--- config.mk ---
export PLATFORM = sky130hd
export DESIGN_NAME = stable_min_priority_queue_core
export DESIGN_NICKNAME = d
export VERILOG_FILES = /design/src/design/spq_pkg.sv /design/src/design/spq_cell.sv /design/src/design/stable_min_priority_queue_core.sv
export SDC_FILE = /design/constraint.sdc
export NUM_CORES = 2
export LEC_CHECK = 0
export ABC_CLOCK_PERIOD_IN_PS = 6500
export BUFFER_PORTS_ARGS = -buffer_cell sky130_fd_sc_hd__buf_2
export CORE_MARGIN = 8
export CORE_UTILIZATION = 65
export DETAILED_ROUTE_END_ITERATION = 6
export GPL_TIMING_DRIVEN = 0
export HOLD_SLACK_MARGIN = 0.06
export MAX_ROUTING_LAYER = met4
export PLACE_DENSITY = 0.82
export SLEW_MARGIN = 10
export SYNTH_ARGS = -nofsm -noshare
export SYNTH_HDL_FRONTEND = slang
export SYNTH_HIERARCHICAL = 1
export SYNTH_SLANG_ARGS = --single-unit
--- constraint.sdc ---
create_clock -name clk_i -period 6.5 [get_ports clk_i]
set_clock_uncertainty 0.1 [all_clocks]
set_input_delay 0.325 -clock clk_i [delete_from_list [all_inputs] [get_ports clk_i]]
set_output_delay 0.325 -clock clk_i [all_outputs]
set_load 0.02 [all_outputs]
--- src/design/spq_pkg.sv ---
// Package for the stable minimum priority queue core.
// Holds the word types, operation and status codes, and the default depth.
// No dependencies; every other file of the block imports it.
package spq_pkg;

  localparam int unsigned SpqDepth = 16;
  localparam int unsigned KeyW     = 32;
  localparam int unsigned TagW     = 16;
  localparam int unsigned OccW     = 5;

  localparam logic OP_PUSH = 1'b0;
  localparam logic OP_POP  = 1'b1;

  localparam logic [1:0] ST_PUSH_OK   = 2'd0;
  localparam logic [1:0] ST_PUSH_FULL = 2'd1;
  localparam logic [1:0] ST_POP_OK    = 2'd2;
  localparam logic [1:0] ST_POP_EMPTY = 2'd3;

  typedef struct packed {
    logic                   operation;
    logic signed [KeyW-1:0] key;
    logic [TagW-1:0]        tag;
  } in_word_t;

  typedef struct packed {
    logic [1:0]      status;
    logic [TagW-1:0] popped_tag;
    logic [OccW-1:0] occupancy;
  } out_word_t;

  typedef struct packed {
    logic signed [KeyW-1:0] key;
    logic [TagW-1:0]        tag;
  } entry_t;

  typedef struct packed {
    logic   push;
    logic   pop;
    entry_t entry;
  } spq_cmd_t;

endpackage

--- src/design/spq_cell.sv ---
// One slot of the sorted queue: holds an entry and its valid bit.
// Shifts toward the tail on an insert and toward the head on a removal.
// Depends on spq_pkg.
module spq_cell import spq_pkg::*; (
  input  logic     clk_i,
  input  logic     rst_ni,
  input  spq_cmd_t cmd_i,
  input  logic     prev_ins_i,
  input  logic     prev_valid_i,
  input  entry_t   prev_entry_i,
  input  logic     next_valid_i,
  input  entry_t   next_entry_i,
  output logic     valid_o,
  output logic     ins_o,
  output entry_t   entry_o
);

  logic   valid_q, valid_d;
  entry_t entry_q, entry_d;
  logic   greater;

  // The new entry lands in the first slot that is empty or holds a
  // strictly greater key, so equal keys keep their arrival order.
  assign greater = valid_q && (entry_q.key > cmd_i.entry.key);
  assign ins_o   = !valid_q || greater;

  always_comb begin
    valid_d = valid_q;
    entry_d = entry_q;
    if (cmd_i.push && ins_o) begin
      valid_d = prev_valid_i;
      entry_d = prev_ins_i ? prev_entry_i : cmd_i.entry;
    end else if (cmd_i.pop) begin
      valid_d = next_valid_i;
      entry_d = next_entry_i;
    end
  end

  always_ff @(posedge clk_i or negedge rst_ni) begin
    if (!rst_ni) begin
      valid_q <= 1'b0;
    end else begin
      valid_q <= valid_d;
    end
  end

  always_ff @(posedge clk_i) begin
    entry_q <= entry_d;
  end

  assign valid_o = valid_q;
  assign entry_o = entry_q;

endmodule

--- src/design/stable_min_priority_queue_core.sv ---
// Stable bounded minimum priority queue built as a chain of sorted cells.
//
// Usage: drive in_word_i and raise start. A word is taken at every rising
// edge where start is high and busy is low; busy stays low, so a new word
// can follow in every cycle. A push stores a signed Q16.16 key and a tag;
// a pop removes the entry with the smallest key, the earliest pushed among
// equal keys. Each word yields exactly one result word on result_o, marked
// by done_o for one cycle, in the cycle after it was taken. Status reports a
// stored push, a push rejected because the queue is full, a delivered pop
// with its tag, or a pop of an empty queue; occupancy gives the entry count
// after the word. On an insert every cell compares its key with the new key
// in parallel; on an insert or removal each cell takes its neighbor's
// entry at the next edge. Reset empties the queue by clearing the valid
// bits of all cells; the stored entries are not cleared. The receiver
// cannot stall, so a result must be captured in the cycle done_o is high.
module stable_min_priority_queue_core import spq_pkg::*; #(
  parameter int unsigned DEPTH = SpqDepth
) (
  input  logic      clk_i,
  input  logic      rst_ni,
  input  logic      start,
  output logic      busy,
  input  in_word_t  in_word_i,
  output logic      done_o,
  output out_word_t result_o
);

  localparam int unsigned CntW = $clog2(DEPTH + 1);

  logic            valid_w [DEPTH];
  logic            ins_w   [DEPTH];
  entry_t          entry_w [DEPTH];
  logic [DEPTH-1:0] valid_vec;

  spq_cmd_t        cmd;
  logic            accept, full, empty;
  logic [CntW-1:0] count_q, count_d;
  logic            done_q;
  out_word_t       result_q, result_d;

  assign busy   = 1'b0;
  assign accept = start && !busy;
  assign full   = valid_vec[DEPTH-1];
  assign empty  = !valid_vec[0];

  assign cmd.push        = accept && (in_word_i.operation == OP_PUSH) && !full;
  assign cmd.pop         = accept && (in_word_i.operation == OP_POP) && !empty;
  assign cmd.entry.key   = in_word_i.key;
  assign cmd.entry.tag   = in_word_i.tag;

  for (genvar i = 0; i < DEPTH; i++) begin : g_cell
    logic   prev_ins, prev_valid, next_valid;
    entry_t prev_entry, next_entry;

    if (i == 0) begin : g_head
      assign prev_ins   = 1'b0;
      assign prev_valid = 1'b1;
      assign prev_entry = cmd.entry;
    end else begin : g_body
      assign prev_ins   = ins_w[i-1];
      assign prev_valid = valid_w[i-1];
      assign prev_entry = entry_w[i-1];
    end

    if (i == DEPTH - 1) begin : g_tail
      assign next_valid = 1'b0;
      assign next_entry = entry_w[i];
    end else begin : g_mid
      assign next_valid = valid_w[i+1];
      assign next_entry = entry_w[i+1];
    end

    spq_cell u_cell (
      .clk_i        (clk_i),
      .rst_ni       (rst_ni),
      .cmd_i        (cmd),
      .prev_ins_i   (prev_ins),
      .prev_valid_i (prev_valid),
      .prev_entry_i (prev_entry),
      .next_valid_i (next_valid),
      .next_entry_i (next_entry),
      .valid_o      (valid_w[i]),
      .ins_o        (ins_w[i]),
      .entry_o      (entry_w[i])
    );

    assign valid_vec[i] = valid_w[i];
  end

  always_comb begin
    count_d = count_q;
    if (cmd.push) begin
      count_d = count_q + CntW'(1);
    end else if (cmd.pop) begin
      count_d = count_q - CntW'(1);
    end
  end

  always_comb begin
    result_d.popped_tag = '0;
    result_d.occupancy  = OccW'(count_d);
    if (in_word_i.operation == OP_PUSH) begin
      result_d.status = full ? ST_PUSH_FULL : ST_PUSH_OK;
    end else if (empty) begin
      result_d.status = ST_POP_EMPTY;
    end else begin
      result_d.status     = ST_POP_OK;
      result_d.popped_tag = entry_w[0].tag;
    end
  end

  always_ff @(posedge clk_i or negedge rst_ni) begin
    if (!rst_ni) begin
      count_q <= '0;
      done_q  <= 1'b0;
    end else begin
      count_q <= count_d;
      done_q  <= accept;
    end
  end

  always_ff @(posedge clk_i) begin
    if (accept) begin
      result_q <= result_d;
    end
  end

  assign done_o   = done_q;
  assign result_o = result_q;

`ifndef NO_ASSERTIONS
  a_valid_prefix: assert property (@(posedge clk_i) disable iff (!rst_ni)
    ((valid_vec >> 1) & ~valid_vec) == '0)
    else $error("Valid cells do not form a contiguous prefix.");

  a_count_match: assert property (@(posedge clk_i) disable iff (!rst_ni)
    $countones(valid_vec) == int'(count_q))
    else $error("Entry count disagrees with the valid cells.");

  a_result_follows: assert property (@(posedge clk_i) disable iff (!rst_ni)
    accept |=> done_o)
    else $error("Accepted word produced no result.");

  a_pop_nonempty: assert property (@(posedge clk_i) disable iff (!rst_ni)
    cmd.pop |=> (count_q == $past(count_q) - CntW'(1)))
    else $error("Removal did not lower the entry count.");
`endif

endmodule
==> impl_summary.txt <==
----------------------------------------------------
[STA]
  Worst-Margin Slew ... 1.13 ns
  Worst rel slew slack ... about a quarter
  Final Max Slew Viols ... 0
  Worst hold slack after final layout ... 0.171 ns
  Highest attainable clock frequency ... 0.221 GHz
  Worst setup margin ... 1.97 ns
  Final critical-path share of the clock period ... 69.6%
  Post-route setup TNS ... 0 ns
  Fin. Hold Viols ... 0
  Total setup violations reported at the end of the flow ... 0
  Setup repair after global routing missed its margin ... false
  Clock period minus worst slack ... 4.53 ns

[Setup path]
  Capturing point of the worst reg2reg path ... g_cell[9].u_cell/entry_o[24]$_DFFE_PP_
  Critical-path cell list ... nor3b_2 > buf_4 > buf_4 > o311a_1 > o21ai_0 > o311ai_2 > buf_6 > or2_2
  Crit path kind ... reg2reg
  CP Data Required Time ... 6.67 ns
  Launching element type of the critical path ... flip-flop
  Worst reg2reg startpoint ... g_cell[15].u_cell/valid_o$_DFFE_PN0P_
  Setup slack, reg-to-reg ... between 1.5 and 2 ns
  Buf/Inv on CP ... 3
  Worst endpoint data arrival time ... 4.69 ns
  Worst reg2reg path depth ... 8
  CP endpoint kind ... flip-flop
  Top delay family on crit path ... simple AND/OR/NAND/NOR gates
  Stage delay of the slowest cell on the critical path ... 0.89 ns
  Crit-path most repeated cell ... sky130_fd_sc_hd__buf_4
  Worst Path Max Fanout ... 48
  Max stage delay cell, worst path ... sky130_fd_sc_hd__nor3b_2

[Route]
  Number of detailed-route iterations in the first pass ... 5
  Final Routed Wirelength ... 145 mm
  Drt wl/cell ... 21.7 um
  Vias after detailed routing ... slightly above 40000
  Via density per instance ... 6.09
  Remaining antenna violation count ... 0
  Initial drt markers ... 3233
  DRC violation count after routing ... 0

[Run]
  Max cap viols ... 0

[Layout]
  Area added between synthesis and finish ... 8.45%
  Layout cell share with drive strength beyond 1 ... 28.3%
  Final Net Count ... 5909
  Final Util ... 71.1%

[Floorplanning]
  Die extent in x ... approximately 320 um
  Die height ... 320 um
  Core Box Area ... 91800 um^2
  Starting density of the core ... around two thirds
  Num rows ... 111
  Full die area ... 103000 um^2
  IO Count ... slightly below 80

[Min path]
  Path class of the lowest-slack min-delay path ... in2async

[Global routing]
  Wire length of the first global-routing pass ... about 230 mm
  GRT Total Usage ... 28.2%
  Total gr overflow ... 0
  Vias in the first global route ... 41600
  Pin count of the biggest net entering global routing ... 49
  Antenna violations before repair ... 3

[Clock network]
  Number of clock buffers inserted by TritonCTS ... 88
  Buffers inserted by post-CTS timing repair ... 0
  Clock latency at the later pin of the worst-skew pair ... around 0.66 ns
  CTS clk-pin slew, worst paths ... approximately 0.06 ns
  Clock tree from TritonCTS ... yes
  H-tree levels ... 3
  Root Buffer Master ... sky130_fd_sc_hd__clkbuf_16
  Clk sink count ... roughly 810
  Bufs on Longest Clock Path ... 3
  Post-cts gate resize count ... 0

[Place]
  GPL Wtd Cong ... 0.930
  DP HPWL ... around 120 mm
  Worst setup slack after placement ... between 1.5 and 2 ns
  Buffers added on ports ... 75

[Synthesis]
  Ys Warns ... 6
  Post-Syn Instances ... slightly above 5000
  Post-synth design cell area ... ~60000 um^2
  Average cell area after synthesis ... 11.7 um^2

[Pwr]
  Power Dens Cells ... 545 nW/um^2
  IR Drop Worst-Case VDD ... 0.348 mV
  Total power draw ... ~36 mW
  Leakage power of the design ... 28.9 nW

[Run status]
  Status ... complete, no violations

----------------------------------------------------
==> power breakdown <==
group	internal, mW	switching, mW
Sequential	10.0	2.09
Clock	2.84	2.10
Combinational	9.73	8.77
==> cells in the final DEF, fill, tap and decap left out, types with 76 or more instances in the layout <==
| cell type | instances |
|---|---|
| sky130_fd_sc_hd__clkbuf_16 | 90 |
| sky130_fd_sc_hd__buf_2 | 76 |
| sky130_fd_sc_hd__o21ai_0 | 563 |
| sky130_fd_sc_hd__buf_6 | 123 |
| sky130_fd_sc_hd__nand4_1 | 128 |
| sky130_fd_sc_hd__mux2_4 | 784 |
| sky130_fd_sc_hd__inv_1 | 562 |
| sky130_fd_sc_hd__ha_1 | 514 |
| sky130_fd_sc_hd__mux2_2 | 288 |
| sky130_fd_sc_hd__edfxtp_1 | 791 |
| sky130_fd_sc_hd__clkbuf_1 | 116 |
| sky130_fd_sc_hd__a21oi_1 | 256 |
| sky130_fd_sc_hd__nand2_1 | 639 |
==> state kept, by name, indices dropped and copies added (netlist names) <==
signal                 count
g_cell.u_cell/entry_o    768
result_o                  23
g_cell.u_cell/valid_o     16
count_q                    5
done_o                     1
==> cell type report <==
cell class              instances  area, um^2
fillers                      6054       26500
clock buffers                 124        2460
plain buffers                 229        1880
repair buffers                 94         701
diodes                          3        7.51
flip-flops and latches        813       24300
inverters                     562        2110
multi-input cells            3555       31900
well taps                    1243        1560
clock inverters                37         350
==> timing repair <==
item	in CTS	in global routing
setup endpoints to repair	0	0
hold buffers	3	0
hold endpoints to repair	24	0
==> worst register-to-register path, cell delays in order, from the launching register on <==
cell and delay (ns):
sky130_fd_sc_hd__dfrtp_1 0.69, sky130_fd_sc_hd__nor3b_2 0.91, sky130_fd_sc_hd__buf_4 0.37, sky130_fd_sc_hd__buf_4 0.26
sky130_fd_sc_hd__o311a_1 0.22, sky130_fd_sc_hd__o21ai_0 0.13, sky130_fd_sc_hd__o311ai_2 0.27, sky130_fd_sc_hd__buf_6 0.27
sky130_fd_sc_hd__or2_2 0.90
==> stage by stage <==
step                instance area, um^2  instances
floorplan                         60200       5159
global placement                  62100       6477
detailed placement                62400       6493
CTS                               65300       6657
global route                      65300       6660
finish                            65300       6660
==> per-layer routing <==
metal | up-vias | global-route usage [%] | part of all wire [%]
li1 | 19300 | - | -
met1 | 19500 | 34.8 | 42
met2 | 1390 | 47.5 | 48
met3 | 349 | 2.77 | 5.2
met4 | 0 | 12.0 | 4.8
met5 | - | - | 0
==> worst max path at each step <==
stage,start,to,slack [ns],cells past startpoint
2_1_floorplan,g_cell[15].u_cell/valid_o$_DFFE_PN0P_,g_cell[0].u_cell/entry_o[0]$_DFFE_PP_,1.53,5
3_3_place_gp,start,g_cell[14].u_cell/entry_o[23]$_DFFE_PP_,-1.51,6
3_5_place_dp,in_word_i[47],g_cell[8].u_cell/entry_o[33]$_DFFE_PP_,1.67,14
4_1_cts,g_cell[8].u_cell/entry_o[47]$_DFFE_PP_,g_cell[9].u_cell/entry_o[33]$_DFFE_PP_,2.06,12
6_report,g_cell[15].u_cell/valid_o$_DFFE_PN0P_,g_cell[9].u_cell/entry_o[24]$_DFFE_PP_,1.97,8
5_1_grt,g_cell[7].u_cell/entry_o[47]$_DFFE_PP_,g_cell[8].u_cell/entry_o[33]$_DFFE_PP_,1.82,12
(Power assumes the default switching activity.)
